## config.mk

```make
export PLATFORM = sky130hd
export DESIGN_NAME = grpe_fifo
export DESIGN_NICKNAME = d
export VERILOG_FILES = /design/src/sv/grpe_fifo.sv
export SDC_FILE = /design/constraint.sdc
export NUM_CORES = 1
export LEC_CHECK = 0
export CAP_MARGIN = 25
export CORE_MARGIN = 2
export CORE_UTILIZATION = 40
export DETAILED_ROUTE_END_ITERATION = 8
export DONT_BUFFER_PORTS = 1
export PLACE_DENSITY = 0.59
export SLEW_MARGIN = 5
export SYNTH_ARGS = -nofsm -noshare
export SYNTH_HDL_FRONTEND = slang
export SYNTH_SLANG_ARGS = --single-unit
```

## constraint.sdc

```tcl
create_clock -name clk_i -period 1.46 [get_ports clk_i]
set_input_delay 0.292 -clock clk_i [delete_from_list [all_inputs] [get_ports clk_i]]
set_output_delay 0.292 -clock clk_i [all_outputs]
set_load 0.005 [all_outputs]
```

## src/sv/grpe_fifo.sv

```systemverilog
// small register queue used between front and back and on the result side
`default_nettype none

module grpe_fifo #(
  parameter int unsigned Width = 8,
  parameter int unsigned Depth = 2,
  localparam int unsigned PtrW = (Depth > 1) ? $clog2(Depth) : 1,
  localparam int unsigned CntW = $clog2(Depth + 1)
) (
  input  wire logic             clk_i,
  input  wire logic             rst_ni,
  input  wire logic             push_i,
  input  wire logic [Width-1:0] data_i,
  output logic                  full_o,
  input  wire logic             pop_i,
  output logic      [Width-1:0] data_o,
  output logic                  empty_o
);

  logic [Width-1:0] slot_q [Depth];
  logic [PtrW-1:0]  wptr_q, wptr_d, rptr_q, rptr_d;
  logic [CntW-1:0]  cnt_q, cnt_d;
  logic             do_push, do_pop;

  assign full_o  = (cnt_q == CntW'(Depth));
  assign empty_o = (cnt_q == '0);
  assign do_push = push_i & ~full_o;
  assign do_pop  = pop_i & ~empty_o;
  assign data_o  = slot_q[rptr_q];

  always_comb begin
    wptr_d = wptr_q;
    rptr_d = rptr_q;
    cnt_d  = cnt_q;
    if (do_push) begin
      wptr_d = (wptr_q == PtrW'(Depth - 1)) ? '0 : wptr_q + 1'b1;
    end
    if (do_pop) begin
      rptr_d = (rptr_q == PtrW'(Depth - 1)) ? '0 : rptr_q + 1'b1;
    end
    if (do_push && !do_pop) begin
      cnt_d = cnt_q + 1'b1;
    end else if (!do_push && do_pop) begin
      cnt_d = cnt_q - 1'b1;
    end
  end

  always_ff @(posedge clk_i or negedge rst_ni) begin
    if (!rst_ni) begin
      wptr_q <= '0;
      rptr_q <= '0;
      cnt_q  <= '0;
    end else begin
      wptr_q <= wptr_d;
      rptr_q <= rptr_d;
      cnt_q  <= cnt_d;
    end
  end

  always_ff @(posedge clk_i) begin
    if (do_push) begin
      slot_q[wptr_q] <= data_i;
    end
  end

endmodule

`default_nettype wire

```

* Word level (Yosys, flattened, before mapping)
Memory sizes are Yosys's and may differ from the RTL's.
Cells that the tools add are included.
** Operators by class
- Add/sub/neg operators :: 4
- Equal/unequal tests :: 1
- Mux-type cells :: 6
- Bitwise operators :: 4
- Reduce and logical (&&, ||, !) cells :: 6
** Operator list (count)
- two-way mux 1 bit :: 4
- two-way mux 2 bit :: 2
- adder 1 bit (second input constant) :: 2
- adder 2 x 1 -> 2 bit (second input constant) :: 1
- AND 1 bit :: 2
- == test 2 bit (second input constant) :: 1
- logical AND 1 bit :: 2
- logical NOT 1 bit :: 2
- logical NOT 2 bit :: 1
- NOT 1 bit :: 2
- nonzero test 2 bit :: 1
- subtractor 2 x 1 -> 2 bit (second input constant) :: 1
** Storage, ports and cells
- Register bits after elaboration :: 4
- Memory bits (writable) :: 16
- Input port bits :: 12
- Output and inout bits :: 10
- Logic and storage cells :: 25
- Memories kept :: 1
** Memories
- slot_q :: depth 2, width 8, rd ports 1, clocked after Yosys merged registers in 0, write ports 1, RTL line 20 : logic [Width-1:0] slot_q [Depth];

* Depth between registers and ports, before layout
Gate-level depths: netlist (run 1).
- Word-level depth :: 7
- Mapped depth :: 7
- Mapped depth without buffers :: 7

* Worst setup path after synthesis (run 1)
OpenSTA, ideal clock, no wires.
- Kind :: flip-flop to flip-flop
- Start point :: reg cnt_q[0]
- End point :: mem slot_q[0][0], enable pin
- Setup time :: 0.370 ns
- Data arrival time :: 1.022 ns
- Required time :: 1.090 ns
- Setup slack :: 0.068 ns
- Stages on the path, launching flop included :: 4
- Path buffers :: 0
- Period minus slack after synthesis :: 1.392 ns
- Cells stage by stage :: dfrtp_1 > nand2b_1 > nand2_2 > nor2_1
** On the way
- Longest elaborated chain between the ends :: 5
** RTL lines
- from (decl) :: RTL line 22 : logic [CntW-1:0] cnt_q, cnt_d;
- from (signal assigned) :: RTL line 56 : cnt_q <= cnt_d;
- == test 2 bit :: RTL line 25 : assign full_o = (cnt_q == CntW'(Depth));
- NOT 1 bit :: RTL line 27 : assign do_push = push_i & ~full_o;
- AND 1 bit :: RTL line 27
- two-way mux 1 bit :: RTL line 61 : if (do_push) begin
- two-way mux 1 bit (not written as such) :: RTL line 62 : slot_q[wptr_q] <= data_i;
- to (decl) :: RTL line 20
No other way between the ends.

* Worst setup path after layout (run 1)
- Start point :: reg rptr_q
- End point :: out data_o[2]
** On the way
- Longest elaborated chain between the ends :: 1
** RTL lines
- from (decl) :: RTL line 21 : logic [PtrW-1:0] wptr_q, wptr_d, rptr_q, rptr_d;
- from (signal assigned) :: RTL line 55 : rptr_q <= rptr_d;
- memory (2 x 8 bit)
- to (decl) :: RTL line 16 : output logic [Width-1:0] data_o,
No other way between the ends.

==> results by group, run 1 <==
Clock tree
  • Worst-path clk slew: 110 ps
  • CTS H-tree lvls: 1
  • CTS Buf Count: 3
  • # clock sinks: 20
  • Skew-Pair Late Insertion Delay: 290 ps
  • CTS Buffer Depth: 2
  • CTS tree: yes
  • Root Buffer Master: clkbuf_4

Synthesis
  • Synth cell types: 15
  • Ys flop type: edfxtp_1
  • Synthesized area per cell: 17.8 µm²
  • Synth top cells by count: edfxtp_1 (16), mux2_1 (6), dfrtp_1 (4)
  • Post-synth EDFFs: 16
  • Mapped Cells: 44
  • Register area share after synthesis: around three quarters
  • Top cells by area, synth: edfxtp_1 (61%), dfrtp_1 (13%), mux2_1 (8.6%), mux2_2 (2.9%), xnor2_1 (2.2%)
  • Syn_nets: 57
  • Ys async rst share: 20.0%
  • Most frequent cell after synthesis: edfxtp_1
  • Area leader, netlist: edfxtp_1
  • Number of synthesized register bits: 20
  • Top-area cell type share of the netlist area: 61.4%
  • Synth warn: 0
  • Synth Cell Area: 782 µm²

Layout
  • # fillers: 150
  • Footprint of the multi-input gates: 221 µm²
  • Fin area: 966 µm²
  • FF+latch area: 583 µm²
  • Antenna Cells: 0
  • Fraction of layout instances using a drive strength above 1: 47.3%
  • Synth-to-layout area growth: 23.5%
  • Nets: 69

Pwr
  • Max IR drop VDD: about 0.0013 V
  • Final Power: ~2.1 mW
  • Leak pwr: 0.384 nW
  • Power per cell area: approximately 2100 nW/µm²

Run status
  • Status: finished clean

Setup path
  • Worst path top cell family by delay: flip-flops
  • Reg-to-reg startpoint: cnt_q[0]
  • Stages on worst setup path: 2
  • Reg2reg path depth: 6
  • Crit path capture: data_o[2]
  • CP arrival: 1160 ps
  • Register-to-register setup slack: 50 ps
  • Crit path kind: reg -> out
  • Slowest stage delay, CP: 390 ps
  • Cell Chain, Critical Path: buf_6, mux2_2
  • Crit start category: flop
  • Largest fanout on the critical path: 5
  • Slowest CP cell: dfrtp_2
  • CP Capture Type: output port
  • Worst EP required: 1170 ps
  • Setup crit start: rptr_q
  • Reg-to-Reg End: cnt_q[1]
  • CP bufs+invs: 1

Global route
  • Vias in the first global route: around 410
  • Total track usage: 12.9%
  • Initial antenna violation count: 0
  • Largest net degree at the start of global routing: 13
  • First-pass GRT wire length: 1830 µm
  • GRT overflow: 0

Floorplan
  • Die H: around 48 µm
  • # rows: 15
  • CORE AREA: 1780 µm²
  • Initial Util: 43.9%
  • Die Width: 48.2 µm
  • Die area: 2320 µm²
  • Num ports: 22

Timing
  • Worst rel slew slack: 85.5%
  • Endpoints failing hold: 0
  • RSZ-0062 raised after global routing: true
  • Fin. max-slew vios: 0
  • Crit share post-route: 99.6%
  • FMAX: 688 MHz
  • Min cycle time layout: approximately 1500 ps
  • Setup violations, final: 0
  • Slew @ Worst Pin: 218 ps
  • Final Skew: roughly 0.62 ps

Place
  • DPL Wire Length: 933 µm
  • PortBufs: 0
  • Placed Area: 831 µm²
  • GPL Wtd Cong: 0.685

Drt
  • Wire per inst: about 17 µm
  • Vias per inst: roughly 4.8
  • Final Routed Wirelength: ~1400 µm
  • Starting DRT DRC Count: 5
  • Via count: 381
  • Initial DRT Pass Iterations: 2
  • Routed Antenna Nets: 0
  • DRC Markers: 0

Min path
  • Worst hold path class: in -> reg
  • Worst Min Path Start: data_i[3]

Flow run
  • MaxCap Viol Count: 0
cell type report:
class	count	area share, %
Tap cell	25	3.24
Multi-Input combinational cell	21	22.9
Inverter	2	0.777
Clock buffer	3	2.33
Timing Repair Buffer	8	7.25
Clock inverter	1	3.11
Sequential cell	20	60.4
through the flow:
step                      setup TNS (ps)  utilization [%]  hold slack, ps  instances  setup WS, ps
after detailed placement           -30.0             46.6           -3.47         71         -30.0
after global placement                 0             46.6           -3.48         71           105
after global routing                -356             54.2            54.0         80         -50.3
after CTS                           -141             51.1            81.5         78         -23.6
after floorplan                        0                -           -3.59         44          67.8
final                                  0             54.2            91.3         80          6.54
metal layers:
layer,track usage [%],up-vias,share of wire [%]
li1,-,181,-
met4,6.49,0,0
met1,11.1,186,33
met5,0,-,0
met3,3.70,0,5.9
met2,25.8,14,61
worst min path at each step:
stage / endpoint / slack [ps] / depth (start not counted)
2_1_floorplan: cnt_q[0] / -4 / 0
3_3_place_gp: cnt_q[1] / -3 / 0
3_5_place_dp: cnt_q[1] / -3 / 0
4_1_cts: slot_q[0][3] / 80 / 0
5_1_grt: slot_q[0][6] / 50 / 0
6_report: slot_q[0][3] / 90 / 0
kinds of logic after synthesis:
logic type	after synthesis	share of synthesized area [%]
buffers and inverters	3	1.60
adders and majority gates	1	1.60
AOI/OAI and AO/OA	1	0.639
muxes	8	11.5
xor gates and xnor gates	5	6.56
DFF	20	74.2
and+or+nand+nor	6	3.84
cells in the final DEF, fill, tap and decap left out, types with 2 or more instances in the layout:
cell | Yosys | layout
dfrtp_1 | 4 | 2
dfrtp_2 | 0 | 2
xnor2_1 | 2 | 2
nor2_1 | 3 | 2
buf_6 | 0 | 2
xor2_1 | 2 | 2
edfxtp_1 | 16 | 16
clkbuf_4 | 0 | 3
mux2_4 | 0 | 5
mux2_2 | 2 | 3
buf_4 | 0 | 5
inv_1 | 2 | 2
state kept, by name, indices dropped and copies added, names as in the netlist:
name / flops
slot_q: 16
rptr_q: 1
cnt_q: 2
wptr_q: 1
repair_timing:
item,4_1_cts,5_1_grt
hold buffers,1,0
endpoints found under the setup margin,17,9
pin swaps,0,0
endpoints found under the hold margin,4,0
resized for setup,2,14
setup buffers,2,2
where the power goes:
| group | internal, mW | switching (mW) | total (mW) |
|---|---|---|---|
| combinational | 0.406 | 0.330 | 0.737 |
| clock | 0.277 | 0.158 | 0.435 |
| sequential | 0.803 | 0.100 | 0.903 |
| total | 1.49 | 0.589 | 2.08 |
Power figures use the tool's default switching activity.
==> run 2: changes to the inputs <==
REMOVE_ABC_BUFFERS = 1   (was unset)
clock period = 1.3 ns   (was 1.46 ns; I/O delays follow)
==> run 2 against run 1 <==
The flow now finishes with violations (setup timing). Cell area increased by 12%. Total power rose by 19%. Worst setup slack got worse by 110 ps. Via count grew 12%. Critical path type unchanged. Core utilization grew 6.3 points. Die area unchanged. Non-clock buffer count up 9. Register-to-register slack lost 110 ps. Largest cell class unchanged.
==> results by group, run 2 (synthesized netlist as in run 1, its figures left out) <==
Place
  • PortBufs: 0 (unchanged)
  • GPL Wtd Cong: 0.657 (-4.0%)
  • DPL Wire Length: 985 µm (+5.5%)
  • Cell count after placement: 77 (+8.5%)

Layout
  • Largest register FFs: 16 (unchanged)
  • Synth-to-layout area growth: 37.9%
  • Layout Cells excl Fill: 89 (+11%)
  • Most flops, register: slot_q
  • Regs by FF count: slot_q x16, cnt_q x2
  • Nets: 78 (+13%)
  • # fillers: 138 (-8.0%)
  • Footprint of the multi-input gates: 268 µm² (+21%)
  • Commonest non-fill, non-tap cells in the layout: edfxtp_1 (16), buf_6 (8), buf_4 (8), mux2_4 (6), clkbuf_4 (3)
  • Commonest non-fill, non-tap cell in the layout: edfxtp_1
  • Final core utilization: 60.5% (+6.3 points)
  • Antenna Cells: 0 (unchanged)
  • Fraction of layout instances using a drive strength above 1: 60.9% (+14 points)
  • FF+latch area: 583 µm² (unchanged)

Clock tree
  • CTS Buf Count: 3 (unchanged)
  • Root Buffer Master: clkbuf_4
  • Skew-Pair Late Insertion Delay: 290 ps (about the same)
  • CTS H-tree lvls: 1 (unchanged)
  • Worst-path clk slew: 110 ps (about the same)
  • CTS Buffer Depth: 2 (unchanged)
  • CTS tree: yes
  • # clock sinks: 20 (unchanged)

Floorplan
  • Initial Util: 43.9% (unchanged)
  • Die area: 2320 µm² (unchanged)
  • # rows: 15 (unchanged)
  • Die Width: 48.2 µm (unchanged)
  • Die H: 48.2 µm (unchanged)
  • CORE AREA: 1780 µm² (unchanged)
  • Num ports: 22 (unchanged)

Timing
  • Hold_ws: 54.7 ps (-36.6 ps)
  • Final Skew: 10.1 ps (+9.47 ps)
  • Final worst slack: -106 ps (-113 ps)
  • FMAX: 711 MHz
  • Crit share post-route: 108%
  • Endpoints failing hold: 0 (unchanged)
  • RSZ-0062 raised after global routing: true
  • Fin. max-slew vios: 0 (unchanged)
  • Setup violations, final: 10 (+10)
  • Setup TNS: -874 ps (-874 ps)
  • Slew @ Worst Pin: 219 ps (+1.34 ps)
  • Worst rel slew slack: 85.4% (-0.089 points)
  • Min cycle time layout: between 1000 and 1500 ps

Global route
  • Vias in the first global route: 474 (+17%)
  • First-pass GRT wire length: 2080 µm (+14%)
  • Largest net degree at the start of global routing: 12 (-1)
  • GRT overflow: 0 (unchanged)
  • Initial antenna violation count: 0 (unchanged)
  • Total track usage: 13.5% (+0.59 points)

Pwr
  • Clk pwr share: 11.8% (-9.2 points)
  • Power per cell area: 2290 nW/µm² (+6.7%)
  • Seq pwr share: 41.4% (-2.1 points)
  • Internal cell power: 1.73 mW (+16%)
  • Psw: 0.742 mW (+26%)
  • Combinational Power Share: 46.8% (+11 points)
  • Max IR drop VDD: 0.00140 V (+8.6%)
  • Switch share: 30.0% (+1.6 points)
  • Leak pwr: 0.428 nW (+11%)

Drt
  • Wire per inst: 15.7 µm (-9.4%)
  • Final Routed Wirelength: 1400 µm (+0.79%)
  • Starting DRT DRC Count: 2 (-3)
  • Via count: 425 (+12%)
  • Vias per inst: 4.78 (+0.27%)
  • Initial DRT Pass Iterations: 3 (+1)
  • DRC Markers: 0 (unchanged)
  • Routed Antenna Nets: 0 (unchanged)

Setup path
  • Crit path kind: reg -> out
  • Cell Chain, Critical Path: buf_6, mux2_4
  • CP arrival: 1150 ps (about the same)
  • Crit start category: flop
  • Worst EP required: 1040 ps (-130 ps)
  • Slowest CP cell: dfrtp_2
  • CP Capture Type: output port
  • Slowest stage delay, CP: 430 ps (+40 ps)
  • Largest fanout on the critical path: 5 (unchanged)

Run status
  • Failing checks: setup timing
  • Status: finished with violations

Min path
  • Worst hold path class: in -> reg

Flow run
  • MaxCap Viol Count: 0 (unchanged)
-- run 2: cell type report --
type,instances,share of cell area [%]
Multi-Input combinational cell,21,24.8
Timing Repair Buffer,17,14.8
Clock buffer,4,2.44
Inverter,2,0.928
Sequential cell,20,54.1
Tap cell,25,2.90
-- run 2: path summary, 6_finish.rpt --
path                                start           end  slack [ps]  cells after the start
worst max-delay path               rptr_q     data_o[4]        -110                      2
worst min-delay path            data_i[3]  slot_q[0][3]          50                      0
worst max register to register   cnt_q[0]      cnt_q[1]         -60                      7
worst min register to register     wptr_q        wptr_q         590                      1
max in group asynchronous          rst_ni        rptr_q         880                      1
min in group asynchronous          rst_ni      cnt_q[0]         240                      1
-- run 2: critical path: cells and delay by family, from the launching register on --
kind	cells	cell delay, ps
flip-flops	1	430
multiplexers	1	300
buffers and inverters	1	140
-- run 2: what timing repair did --
item	4_1_cts	5_1_grt
setup buffers	7	0
hold endpoints to repair	4	0
resized for setup	25	7
pin swaps	6	6
hold buffers	1	0
setup endpoints to repair	18	21
-- run 2: power groups by stage --
stage	Combinational [mW]	Sequential (mW)	Clock (mW)
floorplan	0.397	1.01	0
global placement	0.609	1.02	0
detailed placement	0.641	1.05	0
CTS	1.12	1.01	0.299
global route	1.25	1.04	0.337
finish	1.16	1.02	0.292
-- run 2: metal layers --
layer | GRT usage [%] | up-vias | share of wire, %
met5 | 0 | - | 0
met4 | 4.86 | 0 | 0
met3 | 4.44 | 0 | 6.0
met2 | 23.7 | 12 | 55
met1 | 15.1 | 214 | 39
li1 | - | 199 | -
-- run 2: through the flow --
stage	power [mW]	area [µm²]	worst slack, ps
2_1_floorplan	1.41	777	-92.1
3_3_place_gp	1.63	876	-16.1
3_5_place_dp	1.69	876	-104
4_1_cts	2.43	1050	-123
5_1_grt	2.63	1080	-155
6_report	2.47	1080	-106
