==> src/sv/grpe_pkg.sv <==
// shared types and constants for the grid ray paint engine
`default_nettype none

package grpe_pkg;

  localparam int unsigned CoordW = 7;
  localparam int unsigned ColorW = 8;

  localparam logic [ColorW-1:0] BlankCell = 8'd46;

  localparam logic       OpPaint = 1'b0;
  localparam logic       OpRead  = 1'b1;

  localparam logic [1:0] DirRight = 2'd0;
  localparam logic [1:0] DirUp    = 2'd1;
  localparam logic [1:0] DirLeft  = 2'd2;
  localparam logic [1:0] DirDown  = 2'd3;

  localparam logic [1:0] RegRowCount = 2'd0;
  localparam logic [1:0] RegColCount = 2'd1;

  typedef enum logic [1:0] {
    CmdPaint  = 2'd0,
    CmdRead   = 2'd1,
    CmdReject = 2'd2
  } cmd_kind_e;

  // a span walks idx from first to last; fixed is the row (horizontal) or column (vertical)
  typedef struct packed {
    cmd_kind_e          kind;
    logic               vertical;
    logic [CoordW-1:0]  fixed;
    logic [CoordW-1:0]  first;
    logic [CoordW-1:0]  last;
    logic [ColorW-1:0]  color;
  } cmd_t;

  typedef struct packed {
    logic [ColorW-1:0] cell_color;
    logic              status;
  } res_t;

endpackage

`default_nettype wire

==> src/sv/grpe_front.sv <==
// front end: grid size registers and classification of incoming items into commands
`default_nettype none

module grpe_front #(
  parameter int unsigned MAX_ROWS = 64,
  parameter int unsigned MAX_COLS = 64
) (
  input  wire logic                 clk_i,
  input  wire logic                 rst_ni,
  input  wire logic                 cfg_we_i,
  input  wire logic [1:0]           cfg_index_i,
  input  wire logic [6:0]           cfg_data_i,
  input  wire logic                 operation_i,
  input  wire logic [6:0]           target_row_i,
  input  wire logic [6:0]           target_col_i,
  input  wire logic [7:0]           paint_color_i,
  input  wire logic [1:0]           direction_i,
  output grpe_pkg::cmd_t            cmd_o
);

  import grpe_pkg::*;

  localparam logic [CoordW-1:0] RowCap = (MAX_ROWS > 127) ? 7'd127 : CoordW'(MAX_ROWS);
  localparam logic [CoordW-1:0] ColCap = (MAX_COLS > 127) ? 7'd127 : CoordW'(MAX_COLS);

  logic [CoordW-1:0] row_count_q, col_count_q;
  logic [CoordW-1:0] nr, nc, r, c;
  logic              outside;

  always_ff @(posedge clk_i or negedge rst_ni) begin
    if (!rst_ni) begin
      row_count_q <= 7'd64;
      col_count_q <= 7'd64;
    end else if (cfg_we_i) begin
      if (cfg_index_i == RegRowCount) begin
        row_count_q <= cfg_data_i;
      end
      if (cfg_index_i == RegColCount) begin
        col_count_q <= cfg_data_i;
      end
    end
  end

  assign nr = (row_count_q < RowCap) ? row_count_q : RowCap;
  assign nc = (col_count_q < ColCap) ? col_count_q : ColCap;
  assign r  = target_row_i - 1'b1;
  assign c  = target_col_i - 1'b1;

  assign outside = (target_row_i == '0) || (target_row_i > nr) ||
                   (target_col_i == '0) || (target_col_i > nc);

  always_comb begin
    cmd_o          = '0;
    cmd_o.color    = paint_color_i;
    cmd_o.fixed    = r;
    cmd_o.first    = c;
    cmd_o.last     = c;
    if (outside) begin
      cmd_o.kind = CmdReject;
    end else if (operation_i == OpRead) begin
      cmd_o.kind = CmdRead;
    end else begin
      cmd_o.kind = CmdPaint;
      case (direction_i)
        DirRight: begin
          cmd_o.first = c;
          cmd_o.last  = nc - 1'b1;
        end
        DirUp: begin
          cmd_o.vertical = 1'b1;
          cmd_o.fixed    = c;
          cmd_o.first    = '0;
          cmd_o.last     = r;
        end
        DirLeft: begin
          cmd_o.first = '0;
          cmd_o.last  = c;
        end
        DirDown: begin
          cmd_o.vertical = 1'b1;
          cmd_o.fixed    = c;
          cmd_o.first    = r;
          cmd_o.last     = nr - 1'b1;
        end
        default: begin
          cmd_o.first = c;
        end
      endcase
    end
  end

endmodule

`default_nettype wire

==> config.mk <==
export PLATFORM = sky130hd
export DESIGN_NAME = grpe_front
export DESIGN_NICKNAME = d
export VERILOG_FILES = /design/src/sv/grpe_pkg.sv /design/src/sv/grpe_front.sv
export SDC_FILE = /design/constraint.sdc
export NUM_CORES = 1
export LEC_CHECK = 0
export ABC_AREA = 0
export BUFFER_PORTS_ARGS = -buffer_cell sky130_fd_sc_hd__buf_2
export CAP_MARGIN = 25
export CORE_MARGIN = 3
export CORE_UTILIZATION = 40
export DETAILED_ROUTE_END_ITERATION = 7
export PLACE_DENSITY = 0.79
export SYNTH_ARGS = -nofsm -noshare
export SYNTH_HDL_FRONTEND = slang
export SYNTH_SLANG_ARGS = --single-unit
==> constraint.sdc <==
create_clock -name clk_i -period 4.6 [get_ports clk_i]
set_input_delay 0.92 -clock clk_i [delete_from_list [all_inputs] [get_ports clk_i]]
set_output_delay 0.92 -clock clk_i [all_outputs]
set_load 0.02 [all_outputs]
Yosys cells after proc, flatten, opt, wreduce, memory -nomap -nowiden
Index checks and enable logic that the tools add are counted.

word-level totals
  register bits = 14
  input port bits = 37
  logic and storage cells = 32

cells by class
  add/sub/neg operators = 4
  magnitude comparators = 4
  equal/unequal tests = 4
  mux-type cells = 8
  reductions and logical operators = 10

operators with widths
  cell                 count
  $pmux 14 s4          1
  $mux 22              2
  $sub 7x1->7 const B  4
  $gt 7x7->1           2
  $logic_not 7->1      2
  $lt 7x7->1 const B   2
  $mux 7               2
  $mux 8               1
  $eq 2x1->1 const B   2
  $eq 2x2->1 const B   2
  $logic_not 2->1      2
  $reduce_and 2->1     2
  $logic_or 1x1->1     3
  $mux 2               1
  $reduce_or 2->1      1
  $mux 1               1

Longest topological paths before layout
Gate-level depths: netlist of the first run.

  depth in word-level cells = 7
  gate-level depth with buffers = 11

Worst setup path after synthesis of the first run
OpenSTA, ideal clock, no wires.

  kind = input port to output port
  from = in target_row_i[6]
  to = out cmd_o[22] in the netlist's numbering
  arrival = 2811 ps
  required time = 3680 ps
  slack = 869 ps
  stages = 8
  buffers on the path = 0
  cells stage by stage = ha_1 and4_1 o21ai_0 o21ba_1 o21ai_2 o2111ai_4 nor2_4 mux2i_1

RTL lines
  element      line              RTL
  from (decl)  grpe_front.sv:14  input wire logic [6:0] target_row_i,
  to (decl)    grpe_front.sv:18  output grpe_pkg::cmd_t cmd_o

==> results by stage, run 1 <==
Run status:
- The flow ran to the end, and the final reports show no timing, DRC or antenna violations.

Setup path:
- The class of the most critical setup path is input pin to output pin.
- The logic depth of the worst path, buffers included is 11.
- Traced cell by cell, the critical path runs through buf_2 > inv_1 > ha_1 > inv_1 > maj3_2 > o21ba_1 > o21ai_2 > o2111ai_4 > nor2_1 > o22ai_1 > buf_2.
- The worst-path cell with the longest stage delay is nor2_1.
- The count of cells along the worst register-to-register path is 2.
- The element type at the critical path end is an output pin.
- In this design, the largest share of critical-path delay is due to compound AO/OA/AOI/OAI gates.
- The stage delay of the slowest cell on the critical path is 0.42 ns.
- The arrival time of the worst setup path is 3.02 ns.
- The startpoint type of the worst setup path is an input pin.
- Of all nets on the critical path, the largest fanout is 9.
- The buffer and inverter count on the worst path is 4.
- The critical path data required time is 3.68 ns.

Clocking:
- The number of hold buffers added after CTS is 0.
- The clock latency on the worst-skew pair is between 0.2 and 0.25 ns.
- The largest buffer count on any clock path is 2.
- The total number of clock tree sinks is 14.
- The number of H-tree branching levels is 1.
- The clock slew at the register clock pins of the worst setup and hold paths is around 0.05 ns.
- CTS placed an instance of clkbuf_8 at the clock tree root.
- The CTS tree is built.
- Gates resized during post-CTS repair numbered 0.
- The number of buffers created by CTS is 3.
- The number of setup buffers added after CTS is 0.

Global routing:
- The pin count of the biggest net entering global routing is 15.
- The total overflow left after global routing is 0.
- The first global-routing pass estimated 7410 µm of wire.
- The global routing usage summed across all routing layers is between 10% and 20%.
- The initial antenna violation count came to 0.
- The number of global-route vias before repair is approximately 1500.

Timing:
- The worst clock skew on the final layout is 0 ns.
- For the final routed database, the setup TNS stands at 0 ns.
- Hold timing on the final database bottoms out at a slack of 0.4953 ns.
- The total setup violations reported at the end of the flow is 0.
- The number of hold violations in the final report is 0.
- The maximum clock frequency is around 250 MHz.
- The worst path in the final design needs a cycle of around 3.9 ns, including I/O delays and setup.
- Setup repair after global routing left no endpoint under its margin.
- The worst relative slew slack is 63.99%.
- The number of pins with negative max-slew slack in the final report was 0.
- The transition time at the pin with the least slew margin is roughly 0.53 ns.
- The final critical path takes up 85.55% of the cycle.

Synthesis:
- The flip-flop and latch count after synthesis is 14.
- The mean post-synth cell area is 8.691 µm².
- After synthesis, flip-flops and latches occupy 19.80% of the total area.
- The synthesized net count is approximately 260.
- The post-synthesis instance area is about 1800 µm².
- The cell count after synthesis is 205.
- Counting distinct cell types in the post-synthesis netlist gives between 40 and 50.
- The number of synthesized flops with an enable pin is 0.
- Among all flip-flop cells after synthesis, the most frequent one is dfrtp_1.
- The post-synthesis async set-or-reset flop share is 100.0%.
- The warning count from the yosys run is 0.

Cells and area:
- The multi-input combinational cells in the finished layout cover a total of 1295 µm².
- The area growth from synthesis to layout is 16.50%.
- The layout cell share with drive strength beyond 1 is between 30% and 40%.
- Fill cells in the final layout number 418.
- The net count reported at finish is between 300 and 400.
- The footprint of the flip-flops and latches is around 350 µm².
- The number of antenna diodes in the final layout is 0.

Run:
- The number of violations of the max-capacitance limit is 0.

Worst hold path:
- The worst hold path belongs to the class flop to flop.
- Counting instances, the worst hold path has a depth of 1.

Placement:
- The congestion estimate from routability-driven global placement came to 0.9414.
- The placed wire-length estimate after detailed placement is 3949 µm.
- The count of input and output buffers is 52.

Power:
- In this run the power density over the cells is 312.5 nW/µm².
- IR analysis of the VDD net gives a maximum drop of 223.8 µV.
- For this design the static power due to leakage is around 0.9 nW.

Routing:
- In the routed design, unresolved DRC markers number 0.
- The initial DRC count is 121.
- After detailed routing, the number of vias per cell comes to about 5.5.
- The first-pass iteration count of the detailed router is 4.
- The post-route antenna net violation count is 0.
- The via count is approximately 1600.
- The routed wirelength normalized by instance count is 15.48 µm.
- The total wire length after detailed routing is 4628 µm.

Floorplanning:
- The floorplan step set the die width to 72.74 µm.
- The total I/O pin count is 69.
- The die span in y is 72.74 µm.
- The number of rows created at floorplan is 23.
- The effective utilization at floorplan is 43.00%.
- The core region is 4144 µm².
- The die covers about 5300 µm².
-- synthesized netlist by cell type, types with 3 or more instances --
master | count | area share, %
nand2_1 | 16 | 3.4
ha_1 | 15 | 11
nor2_1 | 14 | 2.9
mux2_2 | 13 | 8.2
mux2i_1 | 13 | 7.3
dfrtp_1 | 12 | 17
inv_1 | 12 | 2.5
xnor2_1 | 12 | 5.9
a21oi_1 | 11 | 3.1
o22ai_1 | 11 | 3.9
buf_4 | 10 | 4.2
nand2b_1 | 6 | 2.1
o21ai_0 | 6 | 1.7
nor3_1 | 5 | 1.4
xor2_1 | 5 | 2.5
a22oi_1 | 3 | 1.3
nand3_1 | 3 | 0.84
nor2b_1 | 3 | 1.1
-- flip-flops by register name, summed over array words and instances, names as in the netlist --
register and count:
col_count_q 7, row_count_q 7
-- report_power, final --
group	total, W	internal (W)	switching (W)
registers	0.000167	0.000149	0.0000182
logic	0.000366	0.000152	0.000213
clock network	0.000115	0.0000756	0.0000397
total	0.000649	0.000377	0.000271
-- area by class of cell --
cell class,instances,area share [%]
inverter,12,2.170
timing repair buffer,53,12.78
sequential,14,17.00
tap,50,3.014
multi-input combinational,166,62.39
clock buffer,4,2.652
-- cell families (layout without fill, tap and decap cells) --
family          after synthesis  count (layout)  synth area share (%)
compound gates               42              42                 16.29
xor+xnor                     17              17                 8.357
fa+ha+maj                    17              17                 11.80
buf+inv                      25              69                 7.514
flops                        14              14                 19.80
mux                          27              27                 16.36
simple gates                 63              63                 19.88
-- metal layers --
metal  vias to the layer above  global-route usage, %  part of all wire (%)
met1                       749                  23.56                    43
met4                         0                  3.893                  0.69
met3                         4                  1.653                   7.0
li1                        821                      -                     -
met2                        67                  30.46                    49
met5                         -                      0                     0
-- stage by stage --
stage	std cells	setup slack (ns)	power (W)	utilization, %	area (µm²)
floorplan	205	0.8688	0.0004454	-	1782
global placement	294	0.7010	0.0005264	48.64	2016
detailed placement	294	0.6836	0.0005337	48.64	2016
CTS	298	0.6810	0.0006518	49.97	2071
global route	299	0.5211	0.0007001	50.09	2076
finish	299	0.6648	0.0006486	50.09	2076
-- worst reg2reg max path, cell delays in order (launching register included) --
cell,delay (ns)
dfstp_2,0.57
inv_1,0.10
o21ai_0,0.19
-- worst paths after layout --
check	startpoint	to	slack [ns]
worst min-delay path	col_count_q[0]	col_count_q[0]	0.50
worst min register to register	col_count_q[0]	col_count_q[0]	0.50
worst max-delay path	target_row_i[0]	cmd_o[16]	0.66
max in group asynchronous	rst_ni	row_count_q[6]	3.75
worst max register to register	row_count_q[6]	row_count_q[6]	3.66
min in group asynchronous	rst_ni	row_count_q[3]	0.56
-- layout by cell type, fill, tap and decap left out, types with 4 or more instances in the layout --
cell type  instances
o22ai_1           11
nand2b_1           6
mux2i_1           13
dfrtp_1           12
ha_1              15
nor2_1            14
xnor2_1           12
buf_2             53
a21oi_1           11
nand2_1           16
mux2_2            13
clkbuf_8           4
nor3_1             5
inv_1             12
o21ai_0            6
xor2_1             5
Power figures use the tool's default switching activity.
==> inputs of run 2 (changes only) <==
CORE_UTILIZATION = 50   (was 40)
PLACE_DENSITY = 0.93   (was 0.79)
SETUP_SLACK_MARGIN = 0.2   (was not set)
==> run 2 against run 1 <==
  * Global-route usage increased by 4.7 points
  * Clock power decreased by 23%
  * Die area decreased by 18%
  * Largest cell class unchanged
  * Cell count decreased by 1.3%
==> results by stage, run 2 (synthesis gave the netlist of run 1 again) <==
Clocking:
- The root buffer cell chosen for the clock tree is clkbuf_4.
- CTS built an H-tree with a depth of 1.
- After clock tree synthesis, the flow added hold-fix buffers numbering 0.
- Buffers inserted during clock tree synthesis total 3.
- In this run the deepest clock path goes through 2 buffers.
- The clock latency on the worst-skew pair is 0.28 ns.
- After clock tree synthesis, the repair step resized 0 gates.
- TritonCTS built the clock tree.
- Clock-pin slew was measured on the worst setup and hold paths at 0.08 ns.
- Once the clock tree was built, the setup fixing pass inserted 0 buffers.
- The total number of clock tree sinks is 14.

Setup path:
- STA puts the critical path data required time at 3.68 ns.
- STA classifies the critical path startpoint as an input pin.
- Of all nets on the critical path, the largest fanout is 9.
- The count of cells along the worst register-to-register path is 2.
- The reg2reg setup slack is 3.67 ns.
- The element type at the critical path end is an output pin.
- The worst register-to-register path ends at row_count_q[6].
- The worst register-to-register path begins at row_count_q[6].
- The arrival time of the worst setup path is 3.07 ns.
- The class of the most critical setup path is input pin to output pin.

Timing:
- At the pin with the least slew margin, the transition time is 0.4847 ns.
- The number of hold violations in the final report was 0.
- Based on the critical path, the design can be clocked at up to 250.7 MHz.
- The worst clock skew on the final layout is 0 ns.
- Setup repair after global routing left no endpoint under its margin.
- Of the available clock period, the critical path in the final layout requires 86.72%.
- After layout, the minimum clock period comes to 3.989 ns.
- Headroom to the max-slew limit came out at 66.76%.
- The total setup violations reported at the end of the flow is 0.
- The number of pins with negative max-slew slack in the final report is 0.
- Adding up every negative setup slack in the final design gives 0 ns.
- The worst setup slack after layout is 0.6109 ns.

Placement:
- The placed cell count is 290.
- Timing analysis after detailed placement gives a worst setup slack of roughly 0.64 ns.
- The placed wire-length estimate after detailed placement is 3877 µm.
- The placer congestion estimate is roughly 0.91.
- The total cell area at the placement stage is ~2000 µm².
- The count of buffers added on input and output ports is 52.

Routing:
- In this run the remaining antenna-violating nets after routing total 0.
- The via-per-instance ratio is 5.878.
- After detailed routing, the average wire length per cell comes to 15.76 µm.
- The number of DRC violations after detailed routing is 0.
- Across all layers, the routed design uses between 1500 and 2000 vias.
- The initial DRC count is roughly 140.
- Summed over all layers, the routed wires come to ~4600 µm.
- The first-pass iteration count of the detailed router is 4.

Global routing:
- After global routing the overflow that remains totals 0.
- The number of global-route vias before repair is 1606.
- The wire length of the first global-routing pass is 7527 µm.
- Global routing consumed, over all layers together, between 20 and 25% of the routing resources.
- The pin count of the biggest net entering global routing is 15.
- The initial antenna violation count is 0.

Cells and area:
- The library cell used most frequently in the layout, excluding fill and tap cells, is buf_2.
- The count of placed standard cells in the final layout, fillers left out is 295.
- The layout overhead on the synthesized area is 15.31%.
- 0 antenna diodes ended up in the layout.
- With fillers left out, the area of the finished cells amounts to between 2000 and 2500 µm².
- In the layout the commonest cells are buf_2, nand2_1, ha_1.
- In the final layout, the registers with the most flip-flops are col_count_q (7), row_count_q (7).
- The net count reported at finish is 302.
- Cells with a size suffix above 1 make up 33.33% of the layout.

Floorplanning:
- The initial utilization of the core area, before any placement, comes to 52.57%.
- 69 I/O pins were placed.
- In this run the horizontal extent of the chip is 65.70 µm.
- From bottom edge to top edge, the die measures about 66 µm.
- The total die area is around 4300 µm².
- The number of rows created at floorplan is 21.
- The total core area is 3390 µm².

Power:
- IR analysis of the VDD net gives a maximum drop of 196.0 µV.
- For this design the static power due to leakage is 0.9099 nW.
- Power spread over the standard cell area amounts to 303.0 nW/µm².

Run:
- The number of violations of the max-capacitance limit is 0.

Run status:
- The flow ran to the end, and the final reports show no timing, DRC or antenna violations.

Worst hold path:
- The worst min-delay path class is input pin to asynchronous set/reset pin.
==> run 2: layout make-up <==
class	count	area (µm²)
Clock buffer	4	36.28
Fill cell	310	1335
Inverter	12	45.04
Multi-Input combinational cell	166	1295
Sequential cell	14	352.8
Tap cell	46	57.56
Timing Repair Buffer	53	267.8
==> run 2: worst max path at each step <==
stage	startpoint	to	depth (start not counted)
after floorplan	target_row_i[6]	cmd_o[22]	8
after global placement	target_row_i[0]	cmd_o[9]	11
after detailed placement	target_row_i[0]	cmd_o[23]	11
after CTS	target_row_i[0]	cmd_o[23]	11
after global routing	target_row_i[0]	cmd_o[20]	11
final	target_row_i[0]	cmd_o[9]	11
==> run 2: metrics by stage <==
step / hold slack [ns] / utilization [%] / total power, W
after floorplan: 0.4712 / - / 0.0004454
after global placement: 0.4841 / 59.32 / 0.0005217
after detailed placement: 0.4931 / 59.32 / 0.0005327
after CTS: 0.5123 / 60.39 / 0.0006224
after global routing: 0.5090 / 60.61 / 0.0006685
final: 0.5089 / 60.61 / 0.0006225
==> run 2: worst max-delay path: stages <==
cell and delay [ns]:
buf_2 0.15, inv_1 0.12, ha_1 0.15, inv_1 0.04, maj3_2 0.30, o21ba_1 0.18, o21ai_2 0.22, o2111ai_4 0.24
or2_1 0.32, a22oi_1 0.22, buf_2 0.20
==> run 2: routing by layer <==
metal / track usage (%) / vias up / part of all wire, %
met4: 8.549 / 0 / 2.8
met5: 0 / - / 0
met1: 28.90 / 804 / 42
met3: 3.077 / 17 / 8.1
li1: - / 827 / -
met2: 36.92 / 86 / 47
==> run 2: report_power, final <==
part           total (W)  internal, W  switching [W]
combinational   0.000367     0.000153       0.000214
sequential      0.000167     0.000149      0.0000186
clock          0.0000881    0.0000482      0.0000399
